===== src/hsi_pkg.sv =====
// ----------------------------------------------------------------------------
// HSI to RGB converter package
// Shared types, sector codes, constants and the elaboration-time builder for
// the hue ratio table.
// ----------------------------------------------------------------------------
package hsi_pkg;

  localparam int SAT_FRAC_BITS_DEF   = 8;
  localparam int RATIO_FRAC_BITS_DEF = 14;

  localparam int HUE_MAX     = 361;
  localparam int SEC1_START  = 120;
  localparam int SEC2_START  = 240;
  localparam int OFF_COUNT   = 122;
  localparam int OFF_W       = 7;
  localparam int CH_MAX      = 255;
  localparam int PIPE_STAGES = 7;

  localparam longint ONE_Q30   = 64'sd1073741824;
  localparam longint COS1_Q30  = 64'sd1073578288;
  localparam longint SIN1_Q30  = 64'sd18739379;
  localparam longint SQRT3_Q30 = 64'sd1859775393;
  localparam longint HALF_Q30  = 64'sd536870912;

  typedef enum logic [1:0] {
    SEC_RED   = 2'd0,
    SEC_GREEN = 2'd1,
    SEC_BLUE  = 2'd2
  } sector_t;

  typedef struct packed {
    logic [8:0] hue_deg;
    logic [8:0] saturation;
    logic [7:0] intensity;
  } hsi_in_t;

  typedef struct packed {
    logic [7:0] red;
    logic [7:0] green;
    logic [7:0] blue;
  } hsi_out_t;

  // Rounds a Q60 product back to Q30, ties away from zero.
  function automatic longint round_q30(input longint v);
    if (v >= 0) begin
      return (v + HALF_Q30) >>> 30;
    end else begin
      return -(((-v) + HALF_Q30) >>> 30);
    end
  endfunction

  // Shift-and-subtract division of two positive values.
  function automatic longint udiv(input longint a, input longint b);
    longint q;
    longint r;
    q = 0;
    r = 0;
    for (int i = 62; i >= 0; i--) begin
      r = (r <<< 1) | ((a >>> i) & 64'sd1);
      if (r >= b) begin
        r = r - b;
        q = q | (64'sd1 <<< i);
      end
    end
    return q;
  endfunction

  function automatic longint div_round(input longint num, input longint den);
    if (num >= 0) begin
      return udiv(2 * num + den, 2 * den);
    end else begin
      return -udiv(2 * (-num) + den, 2 * den);
    end
  endfunction

  // cos(h) / cos(60 - h) in signed Q2.rfb, built by rotating a Q30 unit
  // vector one degree at a time.
  function automatic longint hue_ratio(input int off, input int rfb);
    longint c;
    longint s;
    longint nc;
    longint ns;
    longint d;
    longint q;
    longint lim;
    int     k;
    c = ONE_Q30;
    s = 0;
    for (k = 0; k < off; k++) begin
      nc = round_q30(c * COS1_Q30 - s * SIN1_Q30);
      ns = round_q30(s * COS1_Q30 + c * SIN1_Q30);
      c  = nc;
      s  = ns;
    end
    d = c + round_q30(SQRT3_Q30 * s);
    if (d <= 0) begin
      d = 1;
    end
    q   = div_round(2 * c * (64'sd1 <<< rfb), d);
    lim = 64'sd1 <<< (rfb + 1);
    if (q > lim - 1) begin
      q = lim - 1;
    end
    if (q < -lim) begin
      q = -lim;
    end
    return q;
  endfunction

endpackage


===== src/hsi_to_rgb_converter_core.sv =====
// ----------------------------------------------------------------------------
// HSI to RGB converter core
// Three-sector HSI to RGB pixel conversion in a seven-stage pipeline.
//
//   Channel   Direction   Handshake              Payload
//   pix       in          pix_valid/pix_stall    hsi_in_t  (hue, sat, intensity)
//   rgb       out         rgb_valid/rgb_stall    hsi_out_t (red, green, blue)
//
// One pixel enters per clock while pix_stall is low; each accepted item passes
// through the seven register stages in order before its result leaves.
// The seven register stages set the latency; the ratio table read and the
// intensity multiply are the widest single-stage paths.
// Reset clears only the stage valid bits; the block takes items the cycle
// after reset drops.
// An output stall holds the last stage; empty stages still fill, so input
// stall rises only once every stage ahead holds an item.
// ----------------------------------------------------------------------------
module hsi_to_rgb_converter_core import hsi_pkg::*; #(
  parameter int SAT_FRAC_BITS   = SAT_FRAC_BITS_DEF,
  parameter int RATIO_FRAC_BITS = RATIO_FRAC_BITS_DEF
) (
  input  logic     clk,
  input  logic     rst,
  input  logic     pix_valid,
  output logic     pix_stall,
  input  hsi_in_t  pix,
  output logic     rgb_valid,
  input  logic     rgb_stall,
  output hsi_out_t rgb
);

  localparam int RW = RATIO_FRAC_BITS + 2;
  localparam int DW = ((SAT_FRAC_BITS > 9) ? SAT_FRAC_BITS : 9) + 2;
  localparam int VW = SAT_FRAC_BITS + RATIO_FRAC_BITS + 20;

  logic                 s2m_valid;
  logic                 s2m_stall;
  sector_t              s2m_sec;
  logic signed [RW-1:0] s2m_ratio;
  logic signed [DW-1:0] s2m_diff;
  logic [8:0]           s2m_sat;
  logic [7:0]           s2m_int;

  logic                 m2x_valid;
  logic                 m2x_stall;
  sector_t              m2x_sec;
  logic [7:0]           m2x_int;
  logic signed [VW-1:0] m2x_lead;
  logic signed [VW-1:0] m2x_mn;

  hsi_sector #(
    .SAT_FRAC_BITS  (SAT_FRAC_BITS),
    .RATIO_FRAC_BITS(RATIO_FRAC_BITS)
  ) u_sector (
    .clk      (clk),
    .rst      (rst),
    .pix_valid(pix_valid),
    .pix_stall(pix_stall),
    .pix      (pix),
    .nxt_valid(s2m_valid),
    .nxt_stall(s2m_stall),
    .nxt_sec  (s2m_sec),
    .nxt_ratio(s2m_ratio),
    .nxt_diff (s2m_diff),
    .nxt_sat  (s2m_sat),
    .nxt_int  (s2m_int)
  );

  hsi_mult #(
    .SAT_FRAC_BITS  (SAT_FRAC_BITS),
    .RATIO_FRAC_BITS(RATIO_FRAC_BITS)
  ) u_mult (
    .clk      (clk),
    .rst      (rst),
    .prv_valid(s2m_valid),
    .prv_stall(s2m_stall),
    .prv_sec  (s2m_sec),
    .prv_ratio(s2m_ratio),
    .prv_diff (s2m_diff),
    .prv_sat  (s2m_sat),
    .prv_int  (s2m_int),
    .nxt_valid(m2x_valid),
    .nxt_stall(m2x_stall),
    .nxt_sec  (m2x_sec),
    .nxt_int  (m2x_int),
    .nxt_lead (m2x_lead),
    .nxt_mn   (m2x_mn)
  );

  hsi_mix #(
    .SAT_FRAC_BITS  (SAT_FRAC_BITS),
    .RATIO_FRAC_BITS(RATIO_FRAC_BITS)
  ) u_mix (
    .clk      (clk),
    .rst      (rst),
    .prv_valid(m2x_valid),
    .prv_stall(m2x_stall),
    .prv_sec  (m2x_sec),
    .prv_int  (m2x_int),
    .prv_lead (m2x_lead),
    .prv_mn   (m2x_mn),
    .rgb_valid(rgb_valid),
    .rgb_stall(rgb_stall),
    .rgb      (rgb)
  );

endmodule


===== src/hsi_sector.sv =====
// ----------------------------------------------------------------------------
// HSI sector stage
// Clamps the hue, picks the sector and offset, then reads the cosine ratio
// table and forms one minus saturation. Two register stages.
// ----------------------------------------------------------------------------
module hsi_sector import hsi_pkg::*; #(
  parameter int SAT_FRAC_BITS   = SAT_FRAC_BITS_DEF,
  parameter int RATIO_FRAC_BITS = RATIO_FRAC_BITS_DEF
) (
  input  logic                                   clk,
  input  logic                                   rst,
  input  logic                                   pix_valid,
  output logic                                   pix_stall,
  input  hsi_in_t                                pix,
  output logic                                   nxt_valid,
  input  logic                                   nxt_stall,
  output sector_t                                nxt_sec,
  output logic signed [RATIO_FRAC_BITS+1:0]      nxt_ratio,
  output logic signed [((SAT_FRAC_BITS > 9) ? SAT_FRAC_BITS : 9)+1:0] nxt_diff,
  output logic [8:0]                             nxt_sat,
  output logic [7:0]                             nxt_int
);

  localparam int RW      = RATIO_FRAC_BITS + 2;
  localparam int DW      = ((SAT_FRAC_BITS > 9) ? SAT_FRAC_BITS : 9) + 2;
  localparam int ONE_SAT = 1 << SAT_FRAC_BITS;

  logic signed [RW-1:0] ratio_rom [OFF_COUNT];

  for (genvar g = 0; g < OFF_COUNT; g++) begin : g_rom
    localparam logic signed [RW-1:0] RV = RW'(hue_ratio(g, RATIO_FRAC_BITS));
    assign ratio_rom[g] = RV;
  end

  logic [1:0] vld;
  logic       adv0;
  logic       adv1;

  assign adv1      = !vld[1] || !nxt_stall;
  assign adv0      = !vld[0] || adv1;
  assign pix_stall = !adv0;
  assign nxt_valid = vld[1];

  always_ff @(posedge clk) begin
    if (rst) begin
      vld <= '0;
    end else begin
      if (adv0) begin
        vld[0] <= pix_valid;
      end
      if (adv1) begin
        vld[1] <= vld[0];
      end
    end
  end

  logic [8:0]       hue_c;
  sector_t          sec_d;
  logic [OFF_W-1:0] off_d;

  always_comb begin
    hue_c = (pix.hue_deg > 9'(HUE_MAX)) ? 9'(HUE_MAX) : pix.hue_deg;
    if (hue_c < 9'(SEC1_START)) begin
      sec_d = SEC_RED;
      off_d = OFF_W'(hue_c);
    end else if (hue_c < 9'(SEC2_START)) begin
      sec_d = SEC_GREEN;
      off_d = OFF_W'(hue_c - 9'(SEC1_START));
    end else begin
      sec_d = SEC_BLUE;
      off_d = OFF_W'(hue_c - 9'(SEC2_START));
    end
  end

  sector_t          a_sec;
  logic [OFF_W-1:0] a_off;
  logic [8:0]       a_sat;
  logic [7:0]       a_int;

  always_ff @(posedge clk) begin
    if (adv0) begin
      a_sec <= sec_d;
      a_off <= off_d;
      a_sat <= pix.saturation;
      a_int <= pix.intensity;
    end
    if (adv1) begin
      nxt_sec   <= a_sec;
      nxt_ratio <= ratio_rom[a_off];
      nxt_diff  <= $signed(DW'(ONE_SAT)) - $signed(DW'(a_sat));
      nxt_sat   <= a_sat;
      nxt_int   <= a_int;
    end
  end

endmodule


===== src/hsi_mult.sv =====
// ----------------------------------------------------------------------------
// HSI product stages
// Forms the leading and minimum channels at full fixed-point scale. Three
// register stages: products, leading term sum, intensity scaling.
// ----------------------------------------------------------------------------
module hsi_mult import hsi_pkg::*; #(
  parameter int SAT_FRAC_BITS   = SAT_FRAC_BITS_DEF,
  parameter int RATIO_FRAC_BITS = RATIO_FRAC_BITS_DEF
) (
  input  logic                                   clk,
  input  logic                                   rst,
  input  logic                                   prv_valid,
  output logic                                   prv_stall,
  input  sector_t                                prv_sec,
  input  logic signed [RATIO_FRAC_BITS+1:0]      prv_ratio,
  input  logic signed [((SAT_FRAC_BITS > 9) ? SAT_FRAC_BITS : 9)+1:0] prv_diff,
  input  logic [8:0]                             prv_sat,
  input  logic [7:0]                             prv_int,
  output logic                                   nxt_valid,
  input  logic                                   nxt_stall,
  output sector_t                                nxt_sec,
  output logic [7:0]                             nxt_int,
  output logic signed [SAT_FRAC_BITS+RATIO_FRAC_BITS+19:0] nxt_lead,
  output logic signed [SAT_FRAC_BITS+RATIO_FRAC_BITS+19:0] nxt_mn
);

  localparam int F  = SAT_FRAC_BITS + RATIO_FRAC_BITS;
  localparam int RW = RATIO_FRAC_BITS + 2;
  localparam int DW = ((SAT_FRAC_BITS > 9) ? SAT_FRAC_BITS : 9) + 2;
  localparam int PW = RW + 10;
  localparam int MW = DW + 9;
  localparam int LW = ((F > RATIO_FRAC_BITS + 11) ? F : RATIO_FRAC_BITS + 11) + 2;
  localparam int VW = F + 20;
  localparam logic signed [LW-1:0] ONE_FULL = {{(LW-F-1){1'b0}}, 1'b1, {F{1'b0}}};

  logic [2:0] vld;
  logic       adv0;
  logic       adv1;
  logic       adv2;

  assign adv2      = !vld[2] || !nxt_stall;
  assign adv1      = !vld[1] || adv2;
  assign adv0      = !vld[0] || adv1;
  assign prv_stall = !adv0;
  assign nxt_valid = vld[2];

  always_ff @(posedge clk) begin
    if (rst) begin
      vld <= '0;
    end else begin
      if (adv0) begin
        vld[0] <= prv_valid;
      end
      if (adv1) begin
        vld[1] <= vld[0];
      end
      if (adv2) begin
        vld[2] <= vld[1];
      end
    end
  end

  sector_t              a_sec;
  logic [7:0]           a_int;
  logic signed [PW-1:0] a_prod;
  logic signed [MW-1:0] a_mn;

  sector_t              b_sec;
  logic [7:0]           b_int;
  logic signed [LW-1:0] b_lt;
  logic signed [MW-1:0] b_mn;

  always_ff @(posedge clk) begin
    if (adv0) begin
      a_sec  <= prv_sec;
      a_int  <= prv_int;
      a_prod <= PW'($signed({1'b0, prv_sat})) * PW'(prv_ratio);
      a_mn   <= MW'($signed({1'b0, prv_int})) * MW'(prv_diff);
    end
    if (adv1) begin
      b_sec <= a_sec;
      b_int <= a_int;
      b_lt  <= ONE_FULL + LW'(a_prod);
      b_mn  <= a_mn;
    end
    if (adv2) begin
      nxt_sec  <= b_sec;
      nxt_int  <= b_int;
      nxt_lead <= VW'($signed({1'b0, b_int})) * VW'(b_lt);
      nxt_mn   <= VW'(b_mn) <<< RATIO_FRAC_BITS;
    end
  end

endmodule


===== src/hsi_mix.sv =====
// ----------------------------------------------------------------------------
// HSI channel mix
// Forms the remaining channel from three times the intensity, then clamps
// all three channels and routes them to red, green and blue by sector.
// ----------------------------------------------------------------------------
module hsi_mix import hsi_pkg::*; #(
  parameter int SAT_FRAC_BITS   = SAT_FRAC_BITS_DEF,
  parameter int RATIO_FRAC_BITS = RATIO_FRAC_BITS_DEF
) (
  input  logic                                   clk,
  input  logic                                   rst,
  input  logic                                   prv_valid,
  output logic                                   prv_stall,
  input  sector_t                                prv_sec,
  input  logic [7:0]                             prv_int,
  input  logic signed [SAT_FRAC_BITS+RATIO_FRAC_BITS+19:0] prv_lead,
  input  logic signed [SAT_FRAC_BITS+RATIO_FRAC_BITS+19:0] prv_mn,
  output logic                                   rgb_valid,
  input  logic                                   rgb_stall,
  output hsi_out_t                               rgb
);

  localparam int F  = SAT_FRAC_BITS + RATIO_FRAC_BITS;
  localparam int VW = F + 20;

  function automatic logic [7:0] to_chan(input logic signed [VW-1:0] v);
    logic signed [VW-1:0] sh;
    sh = v >>> F;
    if (v[VW-1] || v == '0) begin
      return '0;
    end else if (sh > VW'(CH_MAX)) begin
      return 8'(CH_MAX);
    end else begin
      return sh[7:0];
    end
  endfunction

  logic [1:0] vld;
  logic       adv0;
  logic       adv1;

  assign adv1      = !vld[1] || !rgb_stall;
  assign adv0      = !vld[0] || adv1;
  assign prv_stall = !adv0;
  assign rgb_valid = vld[1];

  always_ff @(posedge clk) begin
    if (rst) begin
      vld <= '0;
    end else begin
      if (adv0) begin
        vld[0] <= prv_valid;
      end
      if (adv1) begin
        vld[1] <= vld[0];
      end
    end
  end

  logic [9:0]           tri_int;
  sector_t              a_sec;
  logic signed [VW-1:0] a_lead;
  logic signed [VW-1:0] a_mn;
  logic signed [VW-1:0] a_rest;

  assign tri_int = {2'b00, prv_int} + {1'b0, prv_int, 1'b0};

  always_ff @(posedge clk) begin
    if (adv0) begin
      a_sec  <= prv_sec;
      a_lead <= prv_lead;
      a_mn   <= prv_mn;
      a_rest <= (VW'(tri_int) <<< F) - prv_mn - prv_lead;
    end
  end

  logic signed [VW-1:0] r_v;
  logic signed [VW-1:0] g_v;
  logic signed [VW-1:0] b_v;

  always_comb begin
    case (a_sec)
      SEC_RED: begin
        r_v = a_lead;
        g_v = a_rest;
        b_v = a_mn;
      end
      SEC_GREEN: begin
        r_v = a_mn;
        g_v = a_lead;
        b_v = a_rest;
      end
      SEC_BLUE: begin
        r_v = a_rest;
        g_v = a_mn;
        b_v = a_lead;
      end
      default: begin
        r_v = '0;
        g_v = '0;
        b_v = '0;
      end
    endcase
  end

  always_ff @(posedge clk) begin
    if (adv1) begin
      rgb.red   <= to_chan(r_v);
      rgb.green <= to_chan(g_v);
      rgb.blue  <= to_chan(b_v);
    end
  end

endmodule


===== config.mk =====
export PLATFORM = sky130hd
export DESIGN_NAME = hsi_to_rgb_converter_core
export DESIGN_NICKNAME = d
export VERILOG_FILES = /design/src/hsi_pkg.sv /design/src/hsi_to_rgb_converter_core.sv /design/src/hsi_sector.sv /design/src/hsi_mult.sv /design/src/hsi_mix.sv
export SDC_FILE = /design/constraint.sdc
export NUM_CORES = 2
export LEC_CHECK = 0
export ABC_AREA = 1
export BUFFER_PORTS_ARGS = -buffer_cell sky130_fd_sc_hd__buf_2
export CORE_UTILIZATION = 50
export CTS_BUF_LIST = sky130_fd_sc_hd__clkbuf_8 sky130_fd_sc_hd__clkbuf_16
export CTS_CLUSTER_SIZE = 25
export DETAILED_ROUTE_END_ITERATION = 8
export GPL_TIMING_DRIVEN = 0
export PLACE_DENSITY_LB_ADDON = 0.12
export SLEW_MARGIN = 15
export SYNTH_ARGS = -nofsm -noshare
export SYNTH_HDL_FRONTEND = slang
export SYNTH_SLANG_ARGS = --single-unit

===== constraint.sdc =====
create_clock -name clk -period 10.9 [get_ports clk]
set_clock_uncertainty 0.2 [all_clocks]
set_input_delay 2.18 -clock clk [delete_from_list [all_inputs] [get_ports clk]]
set_output_delay 2.18 -clock clk [all_outputs]
set_load 0.005 [all_outputs]

### Word level (Yosys, flattened, before mapping)

Memory sizes are Yosys's and may differ from the RTL's. A register that Yosys moved wholly into a read port is not among the register bits.
Index checks and enable logic that the tools add are counted.

* register bits after elaboration: 377
* ROM bits: 2048
* input port bits: 30
* output and inout port bits: 26
* word-level logic and storage cells: 87
* memories: 1

* add/subtract/negate cells: 7
* multiply operators: 3
* order comparisons: 6
* eq/ne operators: 2
* multiplexer cells: 10
* bitwise operators: 1
* reductions and logical operators: 23

Memories
* (name not given): depth 128, width 16, read ports 1, clocked after Yosys merged registers in 1, wr ports 0, RTL line hsi_sector.sv:89 `nxt_ratio <= ratio_rom[a_off];`

Operators with widths (number)
* case mux 42 bit (3 select lines): 3
* zero test 42 bit: 3
* greater-than comparator 20 x 9 -> 1 bit (second input constant): 3
* subtractor 42 bit: 1
* multiplier 9 x 27 -> 36 bit: 1
* subtractor 33 x 34 -> 35 bit: 1
* adder 24 x 26 -> 27 bit (first input constant): 1
* multiplier 10 x 16 -> 26 bit: 1
* 2-to-1 mux 8 bit: 3
* multiplier 9 x 10 -> 19 bit: 1
* 2-to-1 mux 7 bit: 2
* subtractor 7 bit (second input constant): 2
* adder 8 x 9 -> 10 bit: 1
* logical OR 1 bit: 10
* subtractor 9 x 9 -> 10 bit (first input constant): 1
* greater-than comparator 9 bit (second input constant): 1
* zero test 1 bit: 9
* less-than comparator 9 x 7 -> 1 bit (second input constant): 1
* less-than comparator 9 x 8 -> 1 bit (second input constant): 1
* 2-to-1 mux 9 bit: 1
* inverter 7 -> 8 bit: 1
* equality test 2 x 1 -> 1 bit (second input constant): 1
* equality test 2 bit (second input constant): 1
* zero test 2 bit: 1
* 2-to-1 mux 2 bit: 1

### Depth between registers and ports, before layout

* word-level depth: 9
* depth in mapped cells: 27
* gate-level depth less buffers: 27

### Modules after synthesis

From an unflattened synthesis, not the netlist that was laid out.

* cell total of the unflattened synthesis: 4952
* area, all modules: 39481.6 sq um

Modules (own cells, without submodules)
* hsi_mult: times used 1, cells an instance 2931, area an instance 23926.7 sq um, seq. area each 5435.2 sq um
* hsi_mix: times used 1, cells an instance 1432, area an instance 10804.1 sq um, seq. area each 4604.4 sq um
* hsi_sector: times used 1, cells an instance 589, area an instance 4750.8 sq um, seq. area each 2142.1 sq um

### Least setup slack after synthesis

Ideal clock, no wire load.

* kind: input port to output port
* start: in rgb_stall
* end: out pix_stall
* arrival time: 6.757 ns
* required time: 8.520 ns
* slack: 1.763 ns
* cell stages on the path: 8
* path buffers: 0
* cells stage by stage: nand2_1 > nor2_1 > nand2_1 > nor2_1 > nand2_1 > nor2_1 > nand2_1 > inv_1

* cells in the longest elaborated chain, start to end: 9

Ends and longest elaborated chain
* from (decl): RTL line hsi_to_rgb_converter_core.sv:28 `input logic rgb_stall,`
* zero test 1 bit: RTL line hsi_mix.sv:42 `assign adv1 = !vld[1] || !rgb_stall;`
* logical OR 1 bit: RTL line hsi_mix.sv:42
* logical OR 1 bit: RTL line hsi_mix.sv:43 `assign adv0 = !vld[0] || adv1;`
* logical OR 1 bit: RTL line hsi_mult.sv:41 `assign adv2 = !vld[2] || !nxt_stall;`
* named net u_mult.adv2: RTL line hsi_mult.sv:39 `logic adv2;`
* logical OR 1 bit: RTL line hsi_mult.sv:42 `assign adv1 = !vld[1] || adv2;`
* logical OR 1 bit: RTL line hsi_mult.sv:43 `assign adv0 = !vld[0] || adv1;`
* named net u_mult.adv0: RTL line hsi_mult.sv:37 `logic adv0;`
* logical OR 1 bit: RTL line hsi_sector.sv:39 `assign adv1 = !vld[1] || !nxt_stall;`
* logical OR 1 bit: RTL line hsi_sector.sv:40 `assign adv0 = !vld[0] || adv1;`
* zero test 1 bit: RTL line hsi_sector.sv:41 `assign pix_stall = !adv0;`
* to (decl): RTL line hsi_to_rgb_converter_core.sv:25 `output logic pix_stall,`

The timed path passes the listed nets, and every way through them passes these cells.

### Worst setup path after layout

* start: in rgb_stall
* end: out pix_stall

* cells in the longest elaborated chain, start to end: 9

Ends and longest elaborated chain
* zero test 1 bit: RTL line hsi_mix.sv:42
* logical OR 1 bit: RTL line hsi_mix.sv:42
* named net u_mix.adv1: RTL line hsi_mix.sv:40 `logic adv1;`
* logical OR 1 bit: RTL line hsi_mix.sv:43
* logical OR 1 bit: RTL line hsi_mult.sv:41
* named net u_mult.adv2: RTL line hsi_mult.sv:39
* logical OR 1 bit: RTL line hsi_mult.sv:42
* logical OR 1 bit: RTL line hsi_mult.sv:43
* named net u_mult.adv0: RTL line hsi_mult.sv:37
* logical OR 1 bit: RTL line hsi_sector.sv:39
* logical OR 1 bit: RTL line hsi_sector.sv:40
* zero test 1 bit: RTL line hsi_sector.sv:41

The timed path passes the listed nets, and every way through them passes these cells.

==> flow_summary.ini <==
[drt]
drc = 0
routed_wl_mm = 97.0
highest_layer = met4
vias = 27500
drt_iter0_drc = 1981
route.met3.wl_mm = 4.24
wl_per_cell_um = 18.0
wl_met2_mm = 47.0
viasPerCell = 5.09
wl_met1_mm = 40.4
firstDrtPassIters = 6
ant_nets = 0

[timing]
rsz0062_at_grt = false
final-max-slew-violation-count = 0
post-route-period-util_pct = 70.9
worst_slew_pin_slew_ns = 1.07
finalCriticalPeriod_ns = 7.73
hold_viol = 0
max_freq_mhz = 129
max_slew_margin_pct = 28.7
tns_ns = 0
fin_ws_ns = 3.17
setup_violations = 0

[synthesis]
ys_warn_count = 0
synthCells = 4313
synth_fp_nets = 4930
synth_top_area_share_pct = 31.0
async_reset_ff_share_pct = 0
synth_ff_type = edfxtp_1
seq_area_frac_synth_pct = 31.4
synth_common_cells = nand2_1 (1047), inv_1 (1032), edfxtp_1 (368)
synthTopCellsByArea = edfxtp_1 (31%), fa_1 (20%), nand2_1 (11%), inv_1 (11%), ha_1 (8.1%)
ys_ff_latch = 375
synth_edf_count = 368
avgSynthCellArea_um2 = 8.27
syn_area_um2 = 35700
ys_types = 49
yosysMostFrequentCell = nand2_1
synth_area_leader_cell = edfxtp_1

[floorplan]
pin_count = 56
dieArea_um2 = 72400
coreArea_um2 = 70300
initial_core_util_pct = 50.8
dieWidth_um = 269
fp.dieH_um = 269
rows = 97

[grt]
track_usage_pct = 27.3
grt_max_degree = 71
antenna_found_initial = 5
overflow = 0
grt_pass1_vias = 28100
grt_pass1_wl_mm = 154

[layout]
drive_gt1_share_pct = 4.23
areaGrowthSynthToFinish_pct = 8.62
regArea_um2 = 11200
fin_area_um2 = 38800
fin_nets = 5037
postLayoutCoreUtil_pct = 55.2
fillers = 6663
multi_input_area_um2 = 20000

[status]
status = complete, no violations

[placed_design]
gp_congestion = 0.975
place.port_buffers = 55
place_ws_ns = 3.08
dpl.hpwl_mm = 79.8
place_area_um2 = 37300

[cts]
clock_latency_ns = 0.61
cts_tree = done
cts_buffers = 45
clock-sinks = 375
cts_max_level = 2
cts_buffer_depth = 3
ctsRootBufferMaster = clkbuf_16
cts_setup_buffers = 0
ctsHoldBuffers = 0
cts.repair.resized = 0
clk_pin_slew_ns = 0.08

[worst_setup_path]
crit_path_end_kind = primary output
r2r_setup_slack_ns = 4.72
critPathMaxFanout = 57
cp.required_ns = 8.52
crit_path_start_kind = primary input
path_class = primary input to primary output
critical_path_arrival_ns = 5.35

[hold_path]
hold_path_class = flop to flop

[run]
max-cap-violations = 0
## stage by stage
step,instances,hold WS (ns)
floorplan,4313,0.200
global placement,5308,0.200
detailed placement,5313,0.205
CTS,5389,0.168
global route,5394,0.187
finish,5394,0.172
## kinds of logic after synthesis
family	Yosys count	share of synthesized area [%]
and+or+nand+nor	1665	18.8
buffers and inverters	1181	12.6
adders and majority gates	587	28.1
AOI/OAI and AO/OA	383	6.15
DFF	375	31.4
xor gates and xnor gates	122	2.99
## layer usage
metal,track usage [%],vias to the layer above
li1,-,13400
met1,34.0,13200
met2,47.0,665
met3,2.93,201
met4,14.0,0
met5,0,-
## state kept, by name, summed over array words and instances (netlist names), 16 cells and up
signal	count
u_mult.nxt_mn	19
u_sector.nxt_ratio	16
u_mult.b_mn	19
u_mult.a_prod	26
u_mult.b_lt	27
u_mix.a_lead	35
u_mix.a_rest	42
u_mix.a_mn	19
u_mult.nxt_lead	36
u_mix.rgb	24
u_mult.a_mn	19
## critical path: stages
cell     delay [ns]
buf_2          0.07
nand2_1        0.59
nor2_1         0.62
nand2_4        0.23
nor2_1         0.35
nand2_4        0.10
buf_16         0.20
nor2_1         0.21
nand2_2        0.43
inv_1          0.19
buf_2          0.14
## layout make-up
cell class              count  share of cell area, %
multi-input cells        2757                   51.6
flip-flops and latches    375                   28.9
inverters                1039                   10.1
well taps                 940                   3.03
clock buffers              46                   2.94
plain buffers             142                   1.53
repair buffers             60                   1.03
clock inverters            30                  0.846
diodes                      5                 0.0323
## layout by cell type (no fill, tap or decap), drive strengths merged, types with 5 or more instances in the layout
cell     count
ha         230
fa         357
edfxtp     368
a21oi      158
nor3        31
diode        5
nand3      151
o21ai      118
a31oi       13
nand2     1050
xnor2       30
nor2       357
o2111ai     10
dfxtp        7
o31ai        7
clkinv      15
inv       1049
or2          8
xor2        92
nand4       41
o21a         6
o21bai      10
nor4         7
clkbuf     154
o211ai      24
buf         94
a21o        14
a21boi       7
nand3b      13
## path summary, 6_finish.rpt
check	from	to	cells after the start
min reg2reg	u_mult.a_prod[18]$_DFFE_PP_	u_mult.b_lt[18]$_DFFE_PP_	0
max reg2reg	u_sector.nxt_sat[1]$_DFFE_PP_	u_mult.a_prod[25]$_DFFE_PP_	21
max	rgb_stall	pix_stall	11
min	u_mult.a_prod[18]$_DFFE_PP_	u_mult.b_lt[18]$_DFFE_PP_	0
Power is left out: the tool's default activity adds up to more than one toggle a clock period on the data nets, which glitch-free logic cannot reach.
